[src/lrk4_pkg.sv]
// ----------------------------------------------------------------------------
// lrk4_pkg: shared types, constants and microcode for the Lorenz integrator
// Holds the fixed-point formats, the channel payloads, the operation codes
// of the shared arithmetic unit and the microprogram of one Runge-Kutta step.
// ----------------------------------------------------------------------------
package lrk4_pkg;

   // Number formats
   localparam int STATE_W    = 32;
   localparam int FRAC_W     = 24;
   localparam int TIME_W     = 48;
   localparam int DT_W       = 25;
   localparam int GAIN_W     = 31;
   localparam int CSR_IDX_W  = 2;
   localparam int CSR_DATA_W = 31;

   // Shared multiplier: two 34-bit signed operands, registered product
   localparam int MUL_W      = 34;
   localparam int PROD_W     = 2 * MUL_W;

   // Division by six: (n * ceil(2^34 / 6)) >> 34 is exact for n below 2^32
   localparam logic [STATE_W-1:0] DIV6_MAGIC = 32'hAAAA_AAAB;
   localparam int                 DIV6_SHIFT = 34;
   localparam logic [STATE_W-1:0] DIV6_BIAS  = 32'd3;

   localparam logic signed [STATE_W-1:0] STATE_MAX = {1'b0, {(STATE_W-1){1'b1}}};
   localparam logic signed [STATE_W-1:0] STATE_MIN = {1'b1, {(STATE_W-1){1'b0}}};

   // Register reset values
   localparam logic [DT_W-1:0]   STEP_SIZE_RESET = 25'd167772;
   localparam logic [GAIN_W-1:0] SIGMA_RESET     = 31'd167772160;
   localparam logic [GAIN_W-1:0] RHO_RESET       = 31'd469762048;
   localparam logic [GAIN_W-1:0] BETA_RESET      = 31'd44739243;

   typedef enum logic [CSR_IDX_W-1:0] {
      CSR_STEP_SIZE,
      CSR_SIGMA_GAIN,
      CSR_RHO_GAIN,
      CSR_BETA_GAIN
   } csr_index_type;

   // Item kinds
   localparam logic REQ_LOAD = 1'b0;
   localparam logic REQ_STEP = 1'b1;

   typedef struct packed {
      logic                      req_type;
      logic signed [STATE_W-1:0] init_x;
      logic signed [STATE_W-1:0] init_y;
      logic signed [STATE_W-1:0] init_z;
      logic signed [TIME_W-1:0]  init_time;
   } req_payload_type;

   typedef struct packed {
      logic signed [TIME_W-1:0]  time_now;
      logic signed [STATE_W-1:0] x_now;
      logic signed [STATE_W-1:0] y_now;
      logic signed [STATE_W-1:0] z_now;
      logic                      saturated;
   } rsp_payload_type;

   // Scratch register file
   localparam int RF_DEPTH = 16;
   localparam int RF_AW    = 4;

   localparam logic [RF_AW-1:0] RF_XA = 4'd0;   // evaluation point x, y, z
   localparam logic [RF_AW-1:0] RF_YA = 4'd1;
   localparam logic [RF_AW-1:0] RF_ZA = 4'd2;
   localparam logic [RF_AW-1:0] RF_SX = 4'd3;   // weighted slope sums
   localparam logic [RF_AW-1:0] RF_KX = 4'd6;   // current slopes
   localparam logic [RF_AW-1:0] RF_KZ = 4'd8;
   localparam logic [RF_AW-1:0] RF_T0 = 4'd9;   // temporaries
   localparam logic [RF_AW-1:0] RF_T1 = 4'd10;
   localparam logic [RF_AW-1:0] RF_T2 = 4'd11;

   typedef enum logic [2:0] {
      OP_ADD,
      OP_SUB,
      OP_HADD,
      OP_MUL,
      OP_DIV6
   } alu_op_type;

   typedef enum logic [2:0] {
      SRC_RF,
      SRC_X,
      SRC_Y,
      SRC_Z,
      SRC_DT,
      SRC_SIGMA,
      SRC_RHO,
      SRC_BETA
   } src_type;

   typedef enum logic [1:0] {
      DST_RF,
      DST_X,
      DST_Y,
      DST_Z
   } dst_type;

   typedef struct packed {
      alu_op_type       op;
      src_type          a_src;
      logic [RF_AW-1:0] a_addr;
      src_type          b_src;
      logic [RF_AW-1:0] b_addr;
      dst_type          dst;
      logic [RF_AW-1:0] d_addr;
   } uop_type;

   typedef enum logic [2:0] {
      SEQ_IDLE,
      SEQ_ISSUE,
      SEQ_EXEC,
      SEQ_FIN,
      SEQ_RESULT
   } seq_state_type;

   // Control from the sequencer to the datapath
   typedef struct packed {
      logic    idle;
      logic    mul_load;
      logic    wr_en;
      logic    rsp_load;
      uop_type uop;
   } ctl_type;

   // Microprogram layout
   localparam int PC_W     = 7;
   localparam int P_E2     = 11;
   localparam int P_K2     = 14;
   localparam int P_A2     = 25;
   localparam int P_E3     = 31;
   localparam int P_K3     = 34;
   localparam int P_A3     = 45;
   localparam int P_E4     = 51;
   localparam int P_K4     = 54;
   localparam int P_A4     = 65;
   localparam int P_FIN    = 68;
   localparam int PROG_LEN = 74;

   function automatic uop_type mk_uop(alu_op_type op, src_type a_src,
                                      logic [RF_AW-1:0] a_addr, src_type b_src,
                                      logic [RF_AW-1:0] b_addr, dst_type dst,
                                      logic [RF_AW-1:0] d_addr);
      uop_type u;
      u.op     = op;
      u.a_src  = a_src;
      u.a_addr = a_addr;
      u.b_src  = b_src;
      u.b_addr = b_addr;
      u.dst    = dst;
      u.d_addr = d_addr;
      return u;
   endfunction

   function automatic src_type coord_src(logic [1:0] c);
      src_type s;
      unique case (c)
         2'd0:    s = SRC_X;
         2'd1:    s = SRC_Y;
         default: s = SRC_Z;
      endcase
      return s;
   endfunction

   function automatic dst_type coord_dst(logic [1:0] c);
      dst_type d;
      unique case (c)
         2'd0:    d = DST_X;
         2'd1:    d = DST_Y;
         default: d = DST_Z;
      endcase
      return d;
   endfunction

   // One derivative evaluation followed by the scaling with dt.
   // The point is either the state itself or the evaluation registers.
   function automatic uop_type slope_uop(logic [3:0] idx, logic at_state,
                                         logic [RF_AW-1:0] k_base);
      src_type xs;
      src_type ys;
      src_type zs;
      uop_type u;
      if (at_state) begin
         xs = SRC_X;
         ys = SRC_Y;
         zs = SRC_Z;
      end else begin
         xs = SRC_RF;
         ys = SRC_RF;
         zs = SRC_RF;
      end
      unique case (idx)
         4'd0:  u = mk_uop(OP_SUB, ys, RF_YA, xs, RF_XA, DST_RF, RF_T0);
         4'd1:  u = mk_uop(OP_MUL, SRC_SIGMA, RF_T0, SRC_RF, RF_T0, DST_RF, RF_T0);
         4'd2:  u = mk_uop(OP_SUB, SRC_RHO, RF_T1, zs, RF_ZA, DST_RF, RF_T1);
         4'd3:  u = mk_uop(OP_MUL, xs, RF_XA, SRC_RF, RF_T1, DST_RF, RF_T1);
         4'd4:  u = mk_uop(OP_SUB, SRC_RF, RF_T1, ys, RF_YA, DST_RF, RF_T1);
         4'd5:  u = mk_uop(OP_MUL, xs, RF_XA, ys, RF_YA, DST_RF, RF_T2);
         4'd6:  u = mk_uop(OP_MUL, SRC_BETA, RF_T2, zs, RF_ZA, DST_RF, RF_KZ);
         4'd7:  u = mk_uop(OP_SUB, SRC_RF, RF_T2, SRC_RF, RF_KZ, DST_RF, RF_T2);
         4'd8:  u = mk_uop(OP_MUL, SRC_DT, RF_T0, SRC_RF, RF_T0, DST_RF, k_base);
         4'd9:  u = mk_uop(OP_MUL, SRC_DT, RF_T1, SRC_RF, RF_T1, DST_RF,
                           k_base + 4'd1);
         4'd10: u = mk_uop(OP_MUL, SRC_DT, RF_T2, SRC_RF, RF_T2, DST_RF,
                           k_base + 4'd2);
         default: u = mk_uop(OP_ADD, SRC_RF, RF_T0, SRC_RF, RF_T0, DST_RF, RF_T0);
      endcase
      return u;
   endfunction

   // Next evaluation point: state plus half or all of the given slope
   function automatic uop_type eval_uop(logic [1:0] c, logic full,
                                        logic [RF_AW-1:0] k_base);
      alu_op_type op;
      op = full ? OP_ADD : OP_HADD;
      return mk_uop(op, coord_src(c), RF_XA, SRC_RF, k_base + RF_AW'(c),
                    DST_RF, RF_XA + RF_AW'(c));
   endfunction

   // Sum += 2k, doubling first as a clipped addition of its own
   function automatic uop_type accum2_uop(logic [2:0] idx);
      logic [1:0] c;
      c = idx[2:1];
      if (!idx[0])
         return mk_uop(OP_ADD, SRC_RF, RF_KX + RF_AW'(c), SRC_RF, RF_KX + RF_AW'(c),
                       DST_RF, RF_T0);
      return mk_uop(OP_ADD, SRC_RF, RF_SX + RF_AW'(c), SRC_RF, RF_T0,
                    DST_RF, RF_SX + RF_AW'(c));
   endfunction

   function automatic uop_type accum1_uop(logic [1:0] c);
      return mk_uop(OP_ADD, SRC_RF, RF_SX + RF_AW'(c), SRC_RF, RF_KX + RF_AW'(c),
                    DST_RF, RF_SX + RF_AW'(c));
   endfunction

   // State += round(sum / 6)
   function automatic uop_type final_uop(logic [2:0] idx);
      logic [1:0] c;
      c = idx[2:1];
      if (!idx[0])
         return mk_uop(OP_DIV6, SRC_RF, RF_SX + RF_AW'(c), SRC_RF, RF_T0,
                       DST_RF, RF_T0);
      return mk_uop(OP_ADD, coord_src(c), RF_T0, SRC_RF, RF_T0, coord_dst(c), RF_T0);
   endfunction

   // Microprogram of one classical Runge-Kutta step
   function automatic uop_type uop_rom(logic [PC_W-1:0] pc);
      uop_type u;
      priority if (pc < PC_W'(P_E2))
         u = slope_uop(4'(pc), 1'b1, RF_SX);
      else if (pc < PC_W'(P_K2))
         u = eval_uop(2'(pc - PC_W'(P_E2)), 1'b0, RF_SX);
      else if (pc < PC_W'(P_A2))
         u = slope_uop(4'(pc - PC_W'(P_K2)), 1'b0, RF_KX);
      else if (pc < PC_W'(P_E3))
         u = accum2_uop(3'(pc - PC_W'(P_A2)));
      else if (pc < PC_W'(P_K3))
         u = eval_uop(2'(pc - PC_W'(P_E3)), 1'b0, RF_KX);
      else if (pc < PC_W'(P_A3))
         u = slope_uop(4'(pc - PC_W'(P_K3)), 1'b0, RF_KX);
      else if (pc < PC_W'(P_E4))
         u = accum2_uop(3'(pc - PC_W'(P_A3)));
      else if (pc < PC_W'(P_K4))
         u = eval_uop(2'(pc - PC_W'(P_E4)), 1'b1, RF_KX);
      else if (pc < PC_W'(P_A4))
         u = slope_uop(4'(pc - PC_W'(P_K4)), 1'b0, RF_KX);
      else if (pc < PC_W'(P_FIN))
         u = accum1_uop(2'(pc - PC_W'(P_A4)));
      else
         u = final_uop(3'(pc - PC_W'(P_FIN)));
      return u;
   endfunction

endpackage

[src/lrk4_alu.sv]
// ----------------------------------------------------------------------------
// lrk4_alu: shared saturating arithmetic unit
// Clipped add, subtract and add-half, combinational; fixed-point multiply and
// divide-by-six through one registered multiplier, finished combinationally.
// ----------------------------------------------------------------------------
module lrk4_alu import lrk4_pkg::*; (
   input  logic                      clock,
   input  alu_op_type                op,
   input  logic                      mul_load,
   input  logic signed [STATE_W-1:0] opa,
   input  logic signed [STATE_W-1:0] opb,
   output logic signed [STATE_W-1:0] result,
   output logic                      clipped
);

   logic signed [STATE_W:0]   ext_a;
   logic signed [STATE_W:0]   ext_b;
   logic signed [STATE_W:0]   half_b;
   logic signed [STATE_W:0]   sum;
   logic signed [STATE_W-1:0] sum_res;
   logic                      sum_ovf;
   logic [STATE_W-1:0]        mag_a;
   logic [STATE_W-1:0]        div_n;
   logic signed [MUL_W-1:0]   mul_x;
   logic signed [MUL_W-1:0]   mul_y;
   logic signed [PROD_W-1:0]  prod_ff;
   logic                      neg_ff;
   logic [PROD_W-FRAC_W-STATE_W:0] prod_top;
   logic                      mul_ovf;
   logic signed [STATE_W-1:0] mul_res;
   logic [STATE_W-1:0]        quot;
   logic signed [STATE_W-1:0] div_res;

   // Add path: exact 33-bit sum, then clip to the state range
   always_comb begin
      ext_a  = {opa[STATE_W-1], opa};
      ext_b  = {opb[STATE_W-1], opb};
      half_b = {opb[STATE_W-1], opb[STATE_W-1], opb[STATE_W-1:1]};
      unique case (op)
         OP_SUB:  sum = ext_a - ext_b;
         OP_HADD: sum = ext_a + half_b;
         default: sum = ext_a + ext_b;
      endcase
      sum_ovf = sum[STATE_W] != sum[STATE_W-1];
      if (sum_ovf) begin
         sum_res = sum[STATE_W] ? STATE_MIN : STATE_MAX;
      end else begin
         sum_res = sum[STATE_W-1:0];
      end
   end

   // Multiplier operands: signed product, or rounded magnitude times 1/6
   always_comb begin
      mag_a = opa[STATE_W-1] ? (~opa + 1'b1) : opa;
      div_n = mag_a + DIV6_BIAS;
      if (op == OP_DIV6) begin
         mul_x = MUL_W'(div_n);
         mul_y = MUL_W'(DIV6_MAGIC);
      end else begin
         mul_x = MUL_W'(opa);
         mul_y = MUL_W'(opb);
      end
   end

   always_ff @(posedge clock) begin
      if (mul_load) begin
         prod_ff <= mul_x * mul_y;
         neg_ff  <= opa[STATE_W-1];
      end
   end

   // Product finish: floor shift by the fraction width, then clip
   always_comb begin
      prod_top = prod_ff[PROD_W-1:FRAC_W+STATE_W-1];
      mul_ovf  = !((&prod_top) || !(|prod_top));
      if (mul_ovf) begin
         mul_res = prod_ff[PROD_W-1] ? STATE_MIN : STATE_MAX;
      end else begin
         mul_res = prod_ff[FRAC_W+STATE_W-1:FRAC_W];
      end
      quot    = prod_ff[DIV6_SHIFT+STATE_W-1:DIV6_SHIFT];
      div_res = neg_ff ? (~quot + 1'b1) : quot;
   end

   // Result selection
   always_comb begin
      unique case (op)
         OP_ADD, OP_SUB, OP_HADD: begin
            result  = sum_res;
            clipped = sum_ovf;
         end
         OP_MUL: begin
            result  = mul_res;
            clipped = mul_ovf;
         end
         OP_DIV6: begin
            result  = div_res;
            clipped = 1'b0;
         end
         default: begin
            result  = sum_res;
            clipped = sum_ovf;
         end
      endcase
   end

endmodule

[config.mk]
export PLATFORM = sky130hd
export DESIGN_NAME = lrk4_alu
export DESIGN_NICKNAME = d
export VERILOG_FILES = /design/src/lrk4_pkg.sv /design/src/lrk4_alu.sv
export SDC_FILE = /design/constraint.sdc
export NUM_CORES = 2
export LEC_CHECK = 0
export BUFFER_PORTS_ARGS = -buffer_cell sky130_fd_sc_hd__buf_2
export CORE_MARGIN = 3
export CORE_UTILIZATION = 60
export CTS_BUF_LIST = sky130_fd_sc_hd__clkbuf_8
export CTS_CLUSTER_SIZE = 40
export DETAILED_ROUTE_END_ITERATION = 16
export PLACE_DENSITY = 0.77
export SYNTH_ARGS = -nofsm -noshare
export SYNTH_HDL_FRONTEND = slang
export SYNTH_SLANG_ARGS = --single-unit
[constraint.sdc]
create_clock -name clock -period 17.5 [get_ports clock]
set_input_delay 3.5 -clock clock [delete_from_list [all_inputs] [get_ports clock]]
set_output_delay 3.5 -clock clock [all_outputs]
set_load 0.02 [all_outputs]
==> results.json <==
{
  "slew_headroom": -0.0332,
  "io_pins": 102,
  "crit_path_top_delay_cell": "xnor2_1",
  "die_x_um": 289,
  "synthTopCellsByCount": "inv_1, fa_1, nand2_1",
  "grt_max_degree": 89,
  "yosys_warnings": 0,
  "final_max_slew_viol_count": 3,
  "clockBufferDepth": 2,
  "core_area_sq_um": 79300,
  "place.gp.congestion": 1.09,
  "syn_inst": 5467,
  "post-cts-setup-buffer-count": 0,
  "hold_path.class": "input pin to flop",
  "hold_violations": 0,
  "numCtsBuffers": 5,
  "cp_max_fo": 11,
  "outcome": "finished with violations",
  "synthArstFlopShare": 0,
  "postCtsHoldBufs": 0,
  "synth_area_sq_um": 48100,
  "cts_sinks": 45,
  "synthesis.nets": 6987,
  "synth.distinct_cells": 84,
  "drt_iter0_drc": 5015,
  "synth-edff-count": 45,
  "avgSynthCellArea_sq_um": 8.81,
  "area_growth_pct": 3.65,
  "violations": "max-capacitance violations, max-slew violations",
  "yosysMostFrequentCell": "inv_1",
  "dr.pass1.iters": 6,
  "nets": 6898,
  "startpoint_type": "input pin",
  "ant_nets": 0,
  "wl_per_cell_um": 28.8,
  "antenna_found_initial": 16,
  "post-route-util": 0.630,
  "clockRootBuffer": "clkbuf_8",
  "yosysSeqAreaShare": 0.0281,
  "endpoint_kind": "flop",
  "worstPathRequired_ns": 17.57,
  "cts_tree": "yes",
  "fin_crit_sh": 0.932,
  "drive_above_1_share": 0.0576,
  "io_buffers": 101,
  "synth_top_area_frac": 0.506,
  "grt_pass1_vias": 43300,
  "hpwl_um": 143000,
  "fmax_mhz": 61.3,
  "std_cell_rows": 103,
  "initial_utilization": 0.607,
  "grt_pass1_wl_um": 275000,
  "synth_area_leaders": "fa_1, inv_1, ha_1, nand2_1, a21o_1",
  "grt_use_total": 0.457,
  "drc": 0,
  "yosys_register_bits": 45,
  "setup.worst_path.class": "input pin to flop",
  "ys.flop_type": "edfxtp_1",
  "tightest_slew_ns": 1.54,
  "rsz0062_at_grt": "false",
  "clkTransAtPathRegs_ns": 0.09,
  "critPathMaxStageDelay_ns": 1.10,
  "avgViaCountPerCell": 6.43,
  "tns_ns": 0,
  "synth_top_area_cell": "fa_1",
  "vias": 41500,
  "period_needed_ns": 16.30,
  "finalSetupViolations": 0,
  "drt-total-wl_um": 186000,
  "grt_remaining_overflow": 0,
  "drv_cap": 1,
  "h-tree-depth": 2,
  "fp.dieArea_sq_um": 83700,
  "critPathArrivalTime_ns": 16.37,
  "die_h_um": 289,
  "cts_resized": 0,
  "path_common_cell": "fa_1"
}
metal layers:
metal / track usage / vias to the layer above / wire length (um)
met5: 0 / - / 53
met4: 0.351 / 8 / 19300
met3: 0.192 / 1144 / 27400
met2: 0.656 / 3367 / 77500
met1: 0.544 / 20600 / 61600
li1: - / 16400 / -
worst max-delay path: cells and delay by family:
family                     cells  cell delay, ns
AOI/OAI and AO/OA              9            4.19
xor gates and xnor gates       3            1.44
adders and majority gates     10            4.94
buffers and inverters          8            0.83
and+or+nand+nor                7            1.44
sequential cells by signal, summed over array words and instances (netlist names):
name / flops
prod_ff: 44
neg_ff: 1
stage by stage:
step | hold slack (ns) | setup slack, ns | instance area (sq um) | std cells
detailed placement | 4.16 | 1.36 | 49700 | 6421
finish | 3.88 | 1.20 | 49900 | 6451
CTS | 3.82 | 1.69 | 49800 | 6429
global placement | 4.14 | 1.62 | 49700 | 6421
floorplan | 3.60 | 4.01 | 48100 | 5467
global route | 3.85 | 0.974 | 49800 | 6431
cell families after synthesis:
group,after synthesis,synth area share
buffers and inverters,1598,0.126
and+or+nand+nor,1464,0.145
adders and majority gates,1451,0.567
AOI/OAI and AO/OA,728,0.101
xor gates and xnor gates,179,0.0326
DFF,45,0.0281
muxes,2,0.000416
worst paths after layout:
kind                 endpoint  cells past startpoint  slack [ns]  startpoint
setup / recovery  prod_ff[42]                     37        1.20      opa[0]
hold / removal         neg_ff                      1        3.88     opa[31]
cell type report:
type / instances / area (sq um)
Sequential cell: 45 / 1350
Timing Repair Buffer: 217 / 1400
Fill cell: 6871 / 29400
Clock inverter: 3 / 45.0
Inverter: 1285 / 4820
Multi-Input combinational cell: 3824 / 40800
Tap cell: 1050 / 1310
Clock buffer: 5 / 68.8
Antenna cell: 22 / 55.1
placed cells by master (no fill, tap or decap), types with 9 or more instances in the layout:
cell type and count:
o21bai_1 13, nor4_1 14, or4_1 16, nor2_1 267
nor2_2 11, o2111ai_1 26, a211oi_1 16, o21ai_0 134
a21oi_1 182, a21o_1 187, diode_2 22, xor2_1 87
nand2b_1 18, nor2b_2 9, nor2b_1 35, or3_1 19
and2_1 206, a221o_1 21, inv_1 1285, buf_4 114
ha_1 235, buf_2 101, fa_1 1216, edfxtp_1 45
or2_2 38, o211ai_1 11, o41ai_1 11, nor3_1 48
a31oi_1 13, and3_1 63, xnor2_1 87, o31ai_1 26
o21a_1 14, nand4_1 23, nand2_1 621, nand3_1 35
Power is left out: the tool's default activity adds up to more than one toggle a clock period on the data nets, which glitch-free logic cannot reach.
